`src/piecewise_mean_downsampler_core_assert.svh`:
```
// Assertion macros for the piecewise mean downsampler.
`ifndef PIECEWISE_MEAN_DOWNSAMPLER_CORE_ASSERT_SVH
`define PIECEWISE_MEAN_DOWNSAMPLER_CORE_ASSERT_SVH

// Same-cycle implication under reset.
`define PMD_ASSERT_SAME(label, clk, rst_n, ante, cons, msg) \
  label: assert property (@(posedge clk) disable iff (!rst_n) (ante) |-> (cons)) \
    else $error(msg);

// Next-cycle implication under reset.
`define PMD_ASSERT_NEXT(label, clk, rst_n, ante, cons, msg) \
  label: assert property (@(posedge clk) disable iff (!rst_n) (ante) |=> (cons)) \
    else $error(msg);

`endif

```
`src/pmd_pkg.sv`:
```
// Shared constants and types of the piecewise mean downsampler.
package pmd_pkg;

  localparam int unsigned SAMPLE_WIDTH_DEF  = 16;
  localparam int unsigned LENGTH_WIDTH_DEF  = 16;
  localparam int unsigned WINDOW_WIDTH      = 12;
  localparam int unsigned MEAN_WIDTH        = 24;
  localparam int unsigned FRAC_BITS         = 8;
  localparam int unsigned QUEUE_DEPTH       = 4;
  localparam int unsigned SERIES_LENGTH_RST = 256;
  localparam int unsigned WINDOW_COUNT_RST  = 16;

  typedef enum logic {
    CFG_SERIES_LENGTH = 1'b0,
    CFG_WINDOW_COUNT  = 1'b1
  } cfg_reg_e;

  typedef enum logic [1:0] {
    DIV_IDLE,
    DIV_RUN,
    DIV_DONE
  } div_state_e;

  typedef struct packed {
    logic [WINDOW_WIDTH-1:0] index;
    logic                    last;
  } win_tag_t;

  typedef struct packed {
    logic [WINDOW_WIDTH-1:0] windows;
    logic                    room_empty;
  } front_stat_t;

endpackage

```
`src/pmd_fifo.sv`:
```
// Short register queue between the accumulate front and the divide back end.
module pmd_fifo #(
  parameter int unsigned WIDTH = 8,
  parameter int unsigned DEPTH = pmd_pkg::QUEUE_DEPTH
) (
  input  logic             clk_i,
  input  logic             rst_ni,
  input  logic             push_i,
  input  logic [WIDTH-1:0] data_i,
  input  logic             pop_i,
  output logic [WIDTH-1:0] data_o,
  output logic             full_o,
  output logic             empty_o
);

  localparam int unsigned PTR_W = (DEPTH > 1) ? $clog2(DEPTH) : 1;
  localparam int unsigned CNT_W = $clog2(DEPTH + 1);

  logic [WIDTH-1:0] mem_q [DEPTH];
  logic [PTR_W-1:0] wr_ptr_q, wr_ptr_d;
  logic [PTR_W-1:0] rd_ptr_q, rd_ptr_d;
  logic [CNT_W-1:0] count_q, count_d;
  logic             do_push, do_pop;

  assign full_o  = (count_q == CNT_W'(DEPTH));
  assign empty_o = (count_q == '0);
  assign do_push = push_i && !full_o;
  assign do_pop  = pop_i && !empty_o;
  assign data_o  = mem_q[rd_ptr_q];

  always_comb begin
    wr_ptr_d = wr_ptr_q;
    rd_ptr_d = rd_ptr_q;
    count_d  = count_q;
    if (do_push) begin
      wr_ptr_d = (wr_ptr_q == PTR_W'(DEPTH - 1)) ? '0 : wr_ptr_q + PTR_W'(1);
    end
    if (do_pop) begin
      rd_ptr_d = (rd_ptr_q == PTR_W'(DEPTH - 1)) ? '0 : rd_ptr_q + PTR_W'(1);
    end
    if (do_push && !do_pop) begin
      count_d = count_q + CNT_W'(1);
    end else if (do_pop && !do_push) begin
      count_d = count_q - CNT_W'(1);
    end
  end

  always_ff @(posedge clk_i or negedge rst_ni) begin
    if (!rst_ni) begin
      wr_ptr_q <= '0;
      rd_ptr_q <= '0;
      count_q  <= '0;
    end else begin
      wr_ptr_q <= wr_ptr_d;
      rd_ptr_q <= rd_ptr_d;
      count_q  <= count_d;
    end
  end

  always_ff @(posedge clk_i) begin
    if (do_push) begin
      mem_q[wr_ptr_q] <= data_i;
    end
  end

endmodule

```
`src/pmd_front.sv`:
```
// Front end: configuration, window bookkeeping and weighted accumulation.
module pmd_front #(
  parameter  int unsigned SAMPLE_WIDTH = pmd_pkg::SAMPLE_WIDTH_DEF,
  parameter  int unsigned LENGTH_WIDTH = pmd_pkg::LENGTH_WIDTH_DEF,
  localparam int unsigned CFG_WIDTH    = (LENGTH_WIDTH > pmd_pkg::WINDOW_WIDTH) ?
                                         LENGTH_WIDTH : pmd_pkg::WINDOW_WIDTH,
  localparam int unsigned SUM_W        = SAMPLE_WIDTH + LENGTH_WIDTH + 1
) (
  input  logic                        clk_i,
  input  logic                        rst_ni,
  input  logic                        cfg_we_i,
  input  pmd_pkg::cfg_reg_e           cfg_idx_i,
  input  logic [CFG_WIDTH-1:0]        cfg_wdata_i,
  input  logic signed [SAMPLE_WIDTH-1:0] sample_i,
  input  logic                        push_i,
  input  logic                        queue_full_i,
  output logic                        win_valid_o,
  output logic signed [SUM_W-1:0]     win_sum_o,
  output pmd_pkg::win_tag_t           win_tag_o,
  output logic [LENGTH_WIDTH-1:0]     series_len_o,
  output pmd_pkg::front_stat_t        stat_o
);

  localparam int unsigned WW     = pmd_pkg::WINDOW_WIDTH;
  localparam int unsigned CW     = CFG_WIDTH;
  localparam int unsigned PROD_W = SAMPLE_WIDTH + WW + 1;

  logic [LENGTH_WIDTH-1:0] len_q, len_d;
  logic [WW-1:0]           wcnt_q, wcnt_d;
  logic signed [SUM_W-1:0] sum_q, sum_d;
  logic [LENGTH_WIDTH-1:0] room_q, room_d;
  logic [WW-1:0]           win_q, win_d;

  logic [LENGTH_WIDTH-1:0] n_eff;
  logic [WW-1:0]           wc_eff, w_eff;
  logic [CW-1:0]           n_c, w_c, room_c, take_c, rest_c, left_c, refill_c;
  logic                    accept, close, last;
  logic signed [PROD_W-1:0] prod_take, prod_left;
  logic signed [SUM_W-1:0] sum_acc;

  assign accept = push_i && !queue_full_i;

  always_comb begin
    n_eff    = (len_q == '0) ? LENGTH_WIDTH'(1) : len_q;
    wc_eff   = (wcnt_q == '0) ? WW'(1) : wcnt_q;
    n_c      = CW'(n_eff);
    w_c      = (CW'(wc_eff) > n_c) ? n_c : CW'(wc_eff);
    w_eff    = w_c[WW-1:0];
    room_c   = ((room_q == '0) || (CW'(room_q) > n_c)) ? n_c : CW'(room_q);
    take_c   = (w_c < room_c) ? w_c : room_c;
    rest_c   = room_c - take_c;
    left_c   = w_c - take_c;
    refill_c = n_c - left_c;
    close    = (rest_c == '0);
    last     = (win_q >= (w_eff - WW'(1)));
    prod_take = sample_i * $signed({1'b0, take_c[WW-1:0]});
    prod_left = sample_i * $signed({1'b0, left_c[WW-1:0]});
    sum_acc  = sum_q + SUM_W'(prod_take);
  end

  always_comb begin
    len_d  = len_q;
    wcnt_d = wcnt_q;
    sum_d  = sum_q;
    room_d = room_q;
    win_d  = win_q;
    if (cfg_we_i) begin
      case (cfg_idx_i)
        pmd_pkg::CFG_SERIES_LENGTH: len_d  = cfg_wdata_i[LENGTH_WIDTH-1:0];
        pmd_pkg::CFG_WINDOW_COUNT:  wcnt_d = cfg_wdata_i[WW-1:0];
        default: ;
      endcase
      sum_d  = '0;
      room_d = '0;
      win_d  = '0;
    end else if (accept) begin
      if (close) begin
        sum_d  = SUM_W'(prod_left);
        room_d = refill_c[LENGTH_WIDTH-1:0];
        win_d  = last ? '0 : win_q + WW'(1);
      end else begin
        sum_d  = sum_acc;
        room_d = rest_c[LENGTH_WIDTH-1:0];
      end
    end
  end

  always_ff @(posedge clk_i or negedge rst_ni) begin
    if (!rst_ni) begin
      len_q  <= LENGTH_WIDTH'(pmd_pkg::SERIES_LENGTH_RST);
      wcnt_q <= WW'(pmd_pkg::WINDOW_COUNT_RST);
      sum_q  <= '0;
      room_q <= '0;
      win_q  <= '0;
    end else begin
      len_q  <= len_d;
      wcnt_q <= wcnt_d;
      sum_q  <= sum_d;
      room_q <= room_d;
      win_q  <= win_d;
    end
  end

  assign win_valid_o       = accept && close;
  assign win_sum_o         = sum_acc;
  assign win_tag_o.index   = win_q;
  assign win_tag_o.last    = last;
  assign series_len_o      = n_eff;
  assign stat_o.windows    = w_eff;
  assign stat_o.room_empty = (room_q == '0);

endmodule

```
`src/pmd_divider.sv`:
```
// Back end: bit-serial mean division, saturation and result register.
module pmd_divider #(
  parameter  int unsigned SAMPLE_WIDTH = pmd_pkg::SAMPLE_WIDTH_DEF,
  parameter  int unsigned LENGTH_WIDTH = pmd_pkg::LENGTH_WIDTH_DEF,
  localparam int unsigned SUM_W        = SAMPLE_WIDTH + LENGTH_WIDTH + 1
) (
  input  logic                              clk_i,
  input  logic                              rst_ni,
  input  logic                              in_valid_i,
  input  logic signed [SUM_W-1:0]           in_sum_i,
  input  pmd_pkg::win_tag_t                 in_tag_i,
  input  logic [LENGTH_WIDTH-1:0]           divisor_i,
  output logic                              in_pop_o,
  output logic                              empty_o,
  input  logic                              pop_i,
  output logic signed [pmd_pkg::MEAN_WIDTH-1:0] window_mean_o,
  output logic [pmd_pkg::WINDOW_WIDTH-1:0]  window_index_o,
  output logic                              last_window_o
);

  localparam int unsigned MW       = pmd_pkg::MEAN_WIDTH;
  localparam int unsigned FB       = pmd_pkg::FRAC_BITS;
  localparam int unsigned DVD_W    = SUM_W + FB;
  localparam int unsigned CNT_W    = $clog2(DVD_W);
  localparam longint unsigned MEAN_POS_LIM = (64'd1 << (MW - 1)) - 64'd1;
  localparam longint unsigned MEAN_NEG_LIM = (64'd1 << (MW - 1));

  pmd_pkg::div_state_e state_q, state_d;
  logic [CNT_W-1:0]        cnt_q, cnt_d;
  logic                    ovalid_q, ovalid_d;
  logic [DVD_W-1:0]        dvd_q, dvd_d;
  logic [LENGTH_WIDTH-1:0] rem_q, rem_d;
  logic                    neg_q, neg_d;
  pmd_pkg::win_tag_t       tag_q, tag_d;
  logic signed [MW-1:0]    mean_q, mean_d;
  logic [pmd_pkg::WINDOW_WIDTH-1:0] idx_q, idx_d;
  logic                    lastw_q, lastw_d;

  logic [SUM_W-1:0]        mag;
  logic [LENGTH_WIDTH:0]   rem_sh, rem_diff;
  logic                    ge, load_out;
  logic signed [MW-1:0]    mean_c;

  always_comb begin
    mag      = in_sum_i[SUM_W-1] ? $unsigned(-in_sum_i) : $unsigned(in_sum_i);
    rem_sh   = {rem_q, dvd_q[DVD_W-1]};
    rem_diff = rem_sh - {1'b0, divisor_i};
    ge       = (rem_sh >= {1'b0, divisor_i});
    if (neg_q) begin
      mean_c = (dvd_q > DVD_W'(MEAN_NEG_LIM)) ? {1'b1, {(MW - 1){1'b0}}} :
                                                -$signed(dvd_q[MW-1:0]);
    end else begin
      mean_c = (dvd_q > DVD_W'(MEAN_POS_LIM)) ? {1'b0, {(MW - 1){1'b1}}} :
                                                $signed(dvd_q[MW-1:0]);
    end
  end

  always_comb begin
    state_d  = state_q;
    cnt_d    = cnt_q;
    in_pop_o = 1'b0;
    load_out = 1'b0;
    dvd_d    = dvd_q;
    rem_d    = rem_q;
    neg_d    = neg_q;
    tag_d    = tag_q;
    case (state_q)
      pmd_pkg::DIV_IDLE: begin
        if (in_valid_i) begin
          in_pop_o = 1'b1;
          dvd_d    = {mag, {FB{1'b0}}};
          rem_d    = '0;
          neg_d    = in_sum_i[SUM_W-1];
          tag_d    = in_tag_i;
          cnt_d    = '0;
          state_d  = pmd_pkg::DIV_RUN;
        end
      end
      pmd_pkg::DIV_RUN: begin
        dvd_d = {dvd_q[DVD_W-2:0], ge};
        rem_d = ge ? rem_diff[LENGTH_WIDTH-1:0] : rem_sh[LENGTH_WIDTH-1:0];
        cnt_d = cnt_q + CNT_W'(1);
        if (cnt_q == CNT_W'(DVD_W - 1)) begin
          state_d = pmd_pkg::DIV_DONE;
        end
      end
      pmd_pkg::DIV_DONE: begin
        if (!ovalid_q || pop_i) begin
          load_out = 1'b1;
          state_d  = pmd_pkg::DIV_IDLE;
        end
      end
      default: state_d = pmd_pkg::DIV_IDLE;
    endcase
  end

  always_comb begin
    mean_d   = mean_q;
    idx_d    = idx_q;
    lastw_d  = lastw_q;
    ovalid_d = ovalid_q;
    if (load_out) begin
      mean_d   = mean_c;
      idx_d    = tag_q.index;
      lastw_d  = tag_q.last;
      ovalid_d = 1'b1;
    end else if (pop_i) begin
      ovalid_d = 1'b0;
    end
  end

  always_ff @(posedge clk_i or negedge rst_ni) begin
    if (!rst_ni) begin
      state_q  <= pmd_pkg::DIV_IDLE;
      cnt_q    <= '0;
      ovalid_q <= 1'b0;
    end else begin
      state_q  <= state_d;
      cnt_q    <= cnt_d;
      ovalid_q <= ovalid_d;
    end
  end

  always_ff @(posedge clk_i) begin
    dvd_q   <= dvd_d;
    rem_q   <= rem_d;
    neg_q   <= neg_d;
    tag_q   <= tag_d;
    mean_q  <= mean_d;
    idx_q   <= idx_d;
    lastw_q <= lastw_d;
  end

  assign empty_o        = !ovalid_q;
  assign window_mean_o  = mean_q;
  assign window_index_o = idx_q;
  assign last_window_o  = lastw_q;

endmodule

```
`src/piecewise_mean_downsampler_core.sv`:
```
// Top level of the piecewise mean downsampler.
//
// Samples enter through a queue-style port: a sample transfers at a clock edge
// with push high and full low. Results leave the same way: the oldest window
// mean sits on window_mean_o, window_index_o and last_window_o while empty is
// low and transfers at an edge with pop high.
// The front end takes one sample per cycle while full is low: it splits the
// sample over the open window and the next one and updates the weighted sum
// in that cycle. Each closed window enters a four-entry queue. The back end
// divides the sum by the series length one quotient bit per cycle, in
// SAMPLE_WIDTH + LENGTH_WIDTH + 9 steps (41 at the defaults), and takes no
// new window until its result is in the result register. Samples keep
// flowing at one per cycle as long as windows close no faster than the back
// end finishes them; otherwise full rises while the queue is full. A stalled
// receiver holds the result register, then fills the queue, then raises full.
// Reset sets series_length to 256 and window_count to 16 and starts a new
// series; any register write also restarts the series.
`include "piecewise_mean_downsampler_core_assert.svh"

module piecewise_mean_downsampler_core #(
  parameter  int unsigned SAMPLE_WIDTH = pmd_pkg::SAMPLE_WIDTH_DEF,
  parameter  int unsigned LENGTH_WIDTH = pmd_pkg::LENGTH_WIDTH_DEF,
  localparam int unsigned CFG_WIDTH    = (LENGTH_WIDTH > pmd_pkg::WINDOW_WIDTH) ?
                                         LENGTH_WIDTH : pmd_pkg::WINDOW_WIDTH
) (
  input  logic                                  clk_i,
  input  logic                                  rst_ni,
  input  logic                                  cfg_we_i,
  input  pmd_pkg::cfg_reg_e                     cfg_idx_i,
  input  logic [CFG_WIDTH-1:0]                  cfg_wdata_i,
  input  logic signed [SAMPLE_WIDTH-1:0]        sample_i,
  input  logic                                  push,
  output logic                                  full,
  output logic signed [pmd_pkg::MEAN_WIDTH-1:0] window_mean_o,
  output logic [pmd_pkg::WINDOW_WIDTH-1:0]      window_index_o,
  output logic                                  last_window_o,
  output logic                                  empty,
  input  logic                                  pop
);

  localparam int unsigned SUM_W = SAMPLE_WIDTH + LENGTH_WIDTH + 1;
  localparam int unsigned REC_W = SUM_W + $bits(pmd_pkg::win_tag_t);
  localparam int unsigned WW    = pmd_pkg::WINDOW_WIDTH;

  logic                    win_valid;
  logic signed [SUM_W-1:0] win_sum;
  pmd_pkg::win_tag_t       win_tag;
  logic [LENGTH_WIDTH-1:0] series_len;
  pmd_pkg::front_stat_t    front_stat;

  logic [REC_W-1:0]        rec_wr, rec_rd;
  logic                    queue_full, queue_empty, queue_pop;

  pmd_front #(
    .SAMPLE_WIDTH (SAMPLE_WIDTH),
    .LENGTH_WIDTH (LENGTH_WIDTH)
  ) u_front (
    .clk_i        (clk_i),
    .rst_ni       (rst_ni),
    .cfg_we_i     (cfg_we_i),
    .cfg_idx_i    (cfg_idx_i),
    .cfg_wdata_i  (cfg_wdata_i),
    .sample_i     (sample_i),
    .push_i       (push),
    .queue_full_i (queue_full),
    .win_valid_o  (win_valid),
    .win_sum_o    (win_sum),
    .win_tag_o    (win_tag),
    .series_len_o (series_len),
    .stat_o       (front_stat)
  );

  assign rec_wr = {win_tag, win_sum};

  pmd_fifo #(
    .WIDTH (REC_W),
    .DEPTH (pmd_pkg::QUEUE_DEPTH)
  ) u_fifo (
    .clk_i   (clk_i),
    .rst_ni  (rst_ni),
    .push_i  (win_valid),
    .data_i  (rec_wr),
    .pop_i   (queue_pop),
    .data_o  (rec_rd),
    .full_o  (queue_full),
    .empty_o (queue_empty)
  );

  pmd_divider #(
    .SAMPLE_WIDTH (SAMPLE_WIDTH),
    .LENGTH_WIDTH (LENGTH_WIDTH)
  ) u_divider (
    .clk_i          (clk_i),
    .rst_ni         (rst_ni),
    .in_valid_i     (!queue_empty),
    .in_sum_i       ($signed(rec_rd[SUM_W-1:0])),
    .in_tag_i       (pmd_pkg::win_tag_t'(rec_rd[REC_W-1:SUM_W])),
    .divisor_i      (series_len),
    .in_pop_o       (queue_pop),
    .empty_o        (empty),
    .pop_i          (pop),
    .window_mean_o  (window_mean_o),
    .window_index_o (window_index_o),
    .last_window_o  (last_window_o)
  );

  assign full = queue_full;

  `PMD_ASSERT_NEXT(a_room_refilled, clk_i, rst_ni, push && !full, !front_stat.room_empty, "window room empty after a sample transfer")
  `PMD_ASSERT_SAME(a_index_range, clk_i, rst_ni, !empty, window_index_o < front_stat.windows, "window index beyond window count")
  `PMD_ASSERT_SAME(a_last_index, clk_i, rst_ni, !empty && last_window_o, window_index_o == (front_stat.windows - WW'(1)), "last window flag on a window that is not the final one")

endmodule
```
`config.mk`:
```
export PLATFORM = sky130hd
export DESIGN_NAME = piecewise_mean_downsampler_core
export DESIGN_NICKNAME = d
export VERILOG_FILES = /design/src/pmd_pkg.sv /design/src/pmd_fifo.sv /design/src/pmd_front.sv /design/src/pmd_divider.sv /design/src/piecewise_mean_downsampler_core.sv
export VERILOG_INCLUDE_DIRS = /design/src /design/src/src
export SDC_FILE = /design/constraint.sdc
export NUM_CORES = 2
export LEC_CHECK = 0
export ABC_AREA = 1
export BUFFER_PORTS_ARGS = -buffer_cell sky130_fd_sc_hd__buf_2
export CORE_UTILIZATION = 45
export DETAILED_ROUTE_END_ITERATION = 10
export GPL_ROUTABILITY_DRIVEN = 0
export PLACE_DENSITY = 0.61
export SLEW_MARGIN = 30
export SYNTH_ARGS = -nofsm -noshare
export SYNTH_HDL_FRONTEND = slang
export SYNTH_SLANG_ARGS = --single-unit
```
`constraint.sdc`:
```
create_clock -name clk_i -period 26.6 [get_ports clk_i]
set_input_delay 3.99 -clock clk_i [delete_from_list [all_inputs] [get_ports clk_i]]
set_output_delay 3.99 -clock clk_i [all_outputs]
set_load 0.01 [all_outputs]
```
== Yosys cells after proc, flatten, opt, wreduce, memory -nomap -nowiden ==
Memory sizes are Yosys's and may differ from the RTL's.
Index checks and enable logic that the tools add are counted.
Operators by class
  add/subtract/negate cells: 14
  multipliers: 2
  order comparisons: 7
  eq/ne operators: 9
  mux-type cells: 42
  bitwise gates (word level): 2
  reductions and logical operators: 30
Operators by type and width (number)
  two-way mux 16 bit: 9
  two-way mux 33 bit: 4
  case mux 41 bit (2 select lines): 1
  two-way mux 24 bit: 3
  subtractor 16 bit: 4
  two-way mux 12 bit: 5
  multiplier 16 x 13 -> 29 bit: 2
  logical NOT 16 bit: 3
  > comparator 41 x 23 -> 1 bit (second input constant): 1
  > comparator 41 x 24 -> 1 bit (second input constant): 1
  two-way mux 41 bit: 1
  adder 33 x 29 -> 33 bit: 1
  negator 33 bit: 1
  case mux 16 bit (2 select lines): 1
  negator 24 bit: 1
  greater-or-equal comparator 17 x 16 -> 1 bit: 1
  > comparator 12 x 16 -> 1 bit: 1
  > comparator 16 bit: 1
  less-than comparator 16 bit: 1
  adder 12 x 1 -> 12 bit (second input constant): 1
  greater-or-equal comparator 12 bit: 1
  logical NOT 12 bit: 1
  case mux 6 bit (2 select lines): 1
  subtractor 12 x 1 -> 12 bit (second input constant): 1
  other kinds (24): 59
Word-level totals
  bits in registers: 213
  memory bits (writable): 184
  bits of input ports: 38
  output and inout port bits: 39
  word-level logic and storage cells: 126
  memories kept: 1
Memories
  u_fifo.mem_q: depth 4, width 46, read ports 1, clocked after Yosys merged registers in 0, write ports 1, RTL line pmd_fifo.sv:19  | logic [WIDTH-1:0] mem_q [DEPTH];

== Depth between registers and ports, before layout ==
  depth after elaboration: 15
  gate-level depth with buffers: 86
  depth with buffers taken out: 83

== Hierarchy ==
A second synthesis with hierarchy kept.
Unflattened totals
  cells, all modules: 4689
  area, all modules: 39350.2 µm²
By module, submodules not included
  pmd_front: times used 1, cells an instance 3095, area each 23638.9 µm², sequential area each 2229.6 µm²
  pmd_fifo: times used 1, cells an instance 597, area each 8052.7 µm², sequential area each 5700.5 µm²
  pmd_divider: times used 1, cells an instance 996, area each 7654.8 µm², sequential area each 3468.3 µm²
  piecewise_mean_downsampler_core: times used 1, cells an instance 1, area each 3.8 µm², sequential area each 0.0 µm²

== Worst setup path before layout ==
Ideal clock, no wire load.
  path kind: reg2reg
  start point: register u_front.len_q[8]
  end point: register u_front.sum_q[32]
  setup time: 0.118 ns
  arrival time: 11.606 ns
  setup slack: 14.876 ns
  cell stages (with the launch flop): 80
  clock period less this slack: 11.724 ns
  cell sequence: dfstp_2 > inv_1 > nand4_1 > nor2_1 > a21oi_1 > inv_1 > ha_1 > inv_1 > nand2_1 > nand2_1 > nand2_1 > nand2_1 > nand2_1 > nand2_1 > nand2_1 > nand2_2 > nand2_2 > buf_6 > [... 44 more ...] > a21oi_1 > o21ai_0 > nand3_1 > nand2_1 > nand3_1 > nand2_1 > nand3_1 > nand2_1 > nand3_1 > nand2_1 > nand3_1 > nand2_1 > nand3_1 > nand2_1 > xnor2_1 > nand3_2 > nand3_1 > nand2_1
Between the ends
  longest elaborated chain between the ends: 12
  elaborated cells between the ends (all ways): 18
Ends and longest elaborated chain
  start: declaration: RTL line pmd_front.sv:28  | logic [LENGTH_WIDTH-1:0] len_q, len_d;
  start signal: assignment: RTL line pmd_front.sv:90  | len_q <= LENGTH_WIDTH'(pmd_pkg::SERIES_LENGTH_RST);
  start signal: assignment: RTL line pmd_front.sv:96  | len_q <= len_d;
  logical NOT 16 bit: RTL line pmd_front.sv:44  | n_eff = (len_q == '0) ? LENGTH_WIDTH'(1) : len_q;
  two-way mux 16 bit *: RTL line pmd_front.sv:44
  > comparator 16 bit: RTL line pmd_front.sv:49  | room_c = ((room_q == '0) || (CW'(room_q) > n_c)) ? n_c : CW'(room_q);
  logical OR 1 bit: RTL line pmd_front.sv:49
  two-way mux 16 bit: RTL line pmd_front.sv:49
  less-than comparator 16 bit: RTL line pmd_front.sv:50  | take_c = (w_c < room_c) ? w_c : room_c;
  two-way mux 16 bit: RTL line pmd_front.sv:50
  multiplier 16 x 13 -> 29 bit (tied with other cells): RTL line pmd_front.sv:56  | prod_take = sample_i * $signed({1'b0, take_c[WW-1:0]});
  adder 33 x 29 -> 33 bit (tied with other cells): RTL line pmd_front.sv:58  | sum_acc = sum_q + SUM_W'(prod_take);
  two-way mux 33 bit *: RTL line pmd_front.sv:77  | if (close) begin
  two-way mux 33 bit *: RTL line pmd_front.sv:76  | end else if (accept) begin
  two-way mux 33 bit *: RTL line pmd_front.sv:67  | if (cfg_we_i) begin
  end signal: assignment: RTL line pmd_front.sv:98  | sum_q <= sum_d;
  end: declaration: RTL line pmd_front.sv:30  | logic signed [SUM_W-1:0] sum_q, sum_d;
Every way passes the cells marked *; elsewhere a longest branch is shown, timed or not. The select of a mux whose other input is x is not followed.
A chain may end at the register's enable or synchronous reset.

== Worst setup path in the final report ==
  start point: register u_front.len_q[8]
  end point: register u_front.sum_q[31]
The elaborated chain is that of the path after synthesis.

==> flow_summary.ini <==
[worst_hold_path]
min-delay-path-class = reg2reg
min-delay-start = u_divider.tag_q[9]$_DFFE_PP_

[clocking]
clkLatencyLatePin_ps = 610
cts-buffers-inserted = 45
cts_max_level = 2
tritoncts = yes
post_cts_resized = 0
clock_path_buffers = 3
clock-sinks = 397
clkTransAtPathRegs_ps = 60
hold_buffers = 0
cts_setup_buffers = 0
root_buffer = clkbuf_16

[sta]
worst_slew_pin_slew_ps = 940.2
fin_setup_tns_ps = 0
hold_viol = 0
period_needed_ps = 13660
max_freq_ghz = 0.07320
skew_ps = 44.49
relSlewSlack = 0.3732
final-setup-viol-count = 0
maxSlewViolCount = 0
rsz0062_at_grt = no
fin_crit_sh = 0.5136

[setup_path]
critPathMaxFanout = 26
critPathCapture = u_front.sum_q[31]$_DFFE_PN0P_
cp.required_ps = 27060
r2r_cells = 74
regToRegSetupSlack_ps = 12940
rr_startpoint = u_front.len_q[8]$_DFFE_PN1P_
slowest_stage = o21ai_1
path_class = reg2reg
rr_endpoint = u_front.sum_q[31]$_DFFE_PN0P_
crit_top_cell = nand2_1
slowest_delay_ps = 600
cp-startpoint = u_front.len_q[8]$_DFFE_PN1P_
end_kind = flip-flop
critical_path_arrival_ps = 14130
start_kind = flip-flop

[routing]
wirelength_um = 95440
vias = 27770
drt_iter0_markers = 2085
drtPass1Iterations = 6
wl_per_cell_um = 18.12
routed_via_density = 5.274
ant_nets = 0
drc_errors = 0

[logic_synthesis]
syn_area_um2 = 37030
yosysSeqAreaShare = 0.3078
ys_warn_count = 0
synth_cells = 4183
async_flop_share = 0.2645
ys_ff_latch = 397
synth_flop_cell = edfxtp_1
synth-edff-count = 292
synth.distinct_cells = 60
syn_area_per_cell_um2 = 8.853

[floorplan]
core_area_um2 = 80940
rows = 104
design.die.area_um2 = 83450
start_util = 0.4576
die_x_um = 288.9
die_y_um = 288.9
pin_count = 77

[grt]
grt_max_degree = 94
overflow = 0
grt_pass1_vias = 27600
grt_pass1_wl_um = 152600
antenna_found_initial = 3
gr-usage-all-layers = 0.2346

[finish]
most-common-layout-cells = nand2_1 (847), inv_1 (705), fa_1 (394)
finish.utilization = 0.4909
fin_nets = 4873
antenna_cells = 0
syn2layout_area_growth_pct = 7.298
drive_gt1_frac = 0.06253
layout_commonest_cell = nand2_1
fin_cells = 5266

[status]
status = finished clean

[placement]
dp_cells = 5181
dp_hpwl_um = 72510
io_buffers = 76

[job]
drv_cap = 0
## flip-flops by register name (all words and copies together) (netlist names), 2 cells and up
name	count
u_divider.cnt_q	6
u_divider.dvd_q	41
u_divider.rem_q	16
u_divider.state_q	2
u_divider.tag_q	13
u_divider.window_index_o	12
u_divider.window_mean_o	24
u_fifo.count_q	3
u_fifo.mem_q	184
u_fifo.rd_ptr_q	2
u_fifo.wr_ptr_q	2
u_front.len_q	16
u_front.room_q	16
u_front.sum_q	33
u_front.wcnt_q	12
u_front.win_q	12
## synthesized netlist by cell type, drive strengths merged (5+ instances only)
cell type / instances / share of area
or2: 14 / 0.0024
buf: 37 / 0.0069
xor2: 89 / 0.021
a31oi: 6 / 0.0010
o31ai: 5 / 0.0010
o221ai: 6 / 0.0014
clkinv: 13 / 0.0014
dfrtp: 103 / 0.070
o211ai: 6 / 0.0012
xnor2: 63 / 0.015
a32o: 27 / 0.0073
o21bai: 11 / 0.0022
inv: 724 / 0.073
a21oi: 192 / 0.026
nor4: 19 / 0.0032
nor2: 350 / 0.037
fa: 394 / 0.21
nand3: 199 / 0.030
nand4: 40 / 0.0072
nand3b: 13 / 0.0026
nor3: 29 / 0.0039
nand2: 864 / 0.089
clkbuf: 135 / 0.014
edfxtp: 292 / 0.24
o21a: 5 / 0.0010
o22ai: 16 / 0.0027
ha: 272 / 0.092
o21ai: 224 / 0.030
## kinds of logic (layout without fill, tap and decap cells)
group | after synthesis | after routing | synth area share
AOI/OAI and AO/OA | 518 | 518 | 0.07869
buffers and inverters | 909 | 926 | 0.09531
and+or+nand+nor | 1539 | 1539 | 0.1768
DFF | 397 | 397 | 0.3078
muxes | 1 | 1 | 0.0003041
adders and majority gates | 666 | 666 | 0.3049
other | 1 | 7 | 0.0001013
xor gates and xnor gates | 152 | 152 | 0.03615
## how the worst min path moves through the flow
stage | endpoint | slack (ps) | cells past startpoint
6_report | u_divider.window_index_o[8]$_DFFE_PP_ | 420 | 0
5_1_grt | u_divider.window_index_o[10]$_DFFE_PP_ | 430 | 0
4_1_cts | u_divider.window_index_o[8]$_DFFE_PP_ | 420 | 0
3_5_place_dp | u_divider.window_index_o[8]$_DFFE_PP_ | 410 | 0
3_3_place_gp | u_divider.window_index_o[7]$_DFFE_PP_ | 400 | 0
2_1_floorplan | u_divider.last_window_o$_DFFE_PP_ | 400 | 0
## metal layers
layer  global-route usage  routed length [µm]  vias up
met4              0.06316                2683        4
met3              0.04315                7143      162
li1                     -                   -    13290
met5                    0                  18        -
met2               0.3725               42650      868
met1               0.3296               42950    13440
## stage by stage
step	setup WS [ps]	hold WS (ps)	cell area, µm²
2_1_floorplan	14880	400.3	37060
4_1_cts	12700	420.0	39700
3_5_place_dp	12780	405.7	38280
3_3_place_gp	13140	400.5	38280
5_1_grt	11680	425.4	39740
6_report	12940	417.0	39740
## critical path, delay by kind of cell (launching register included)
family	cells	cell delay (ps)
buffers and inverters	10	1530
xor gates and xnor gates	2	370
and+or+nand+nor	40	4450
AOI/OAI and AO/OA	13	3070
adders and majority gates	9	3500
DFF	1	550
## final cells by class
| class | instances | area (µm²) |
|---|---|---|
| fill | 7786 | 41200 |
| inverter | 737 | 2768 |
| sequential | 397 | 11400 |
| clock inverter | 20 | 185.2 |
| clock buffer | 64 | 1237 |
| multi-input combinational | 2883 | 22200 |
| timing repair buffer | 105 | 624.3 |
| tap | 1060 | 1326 |
Power is not shown: default switching activity piles up to over one toggle a cycle in this logic, so the estimate is an artifact.
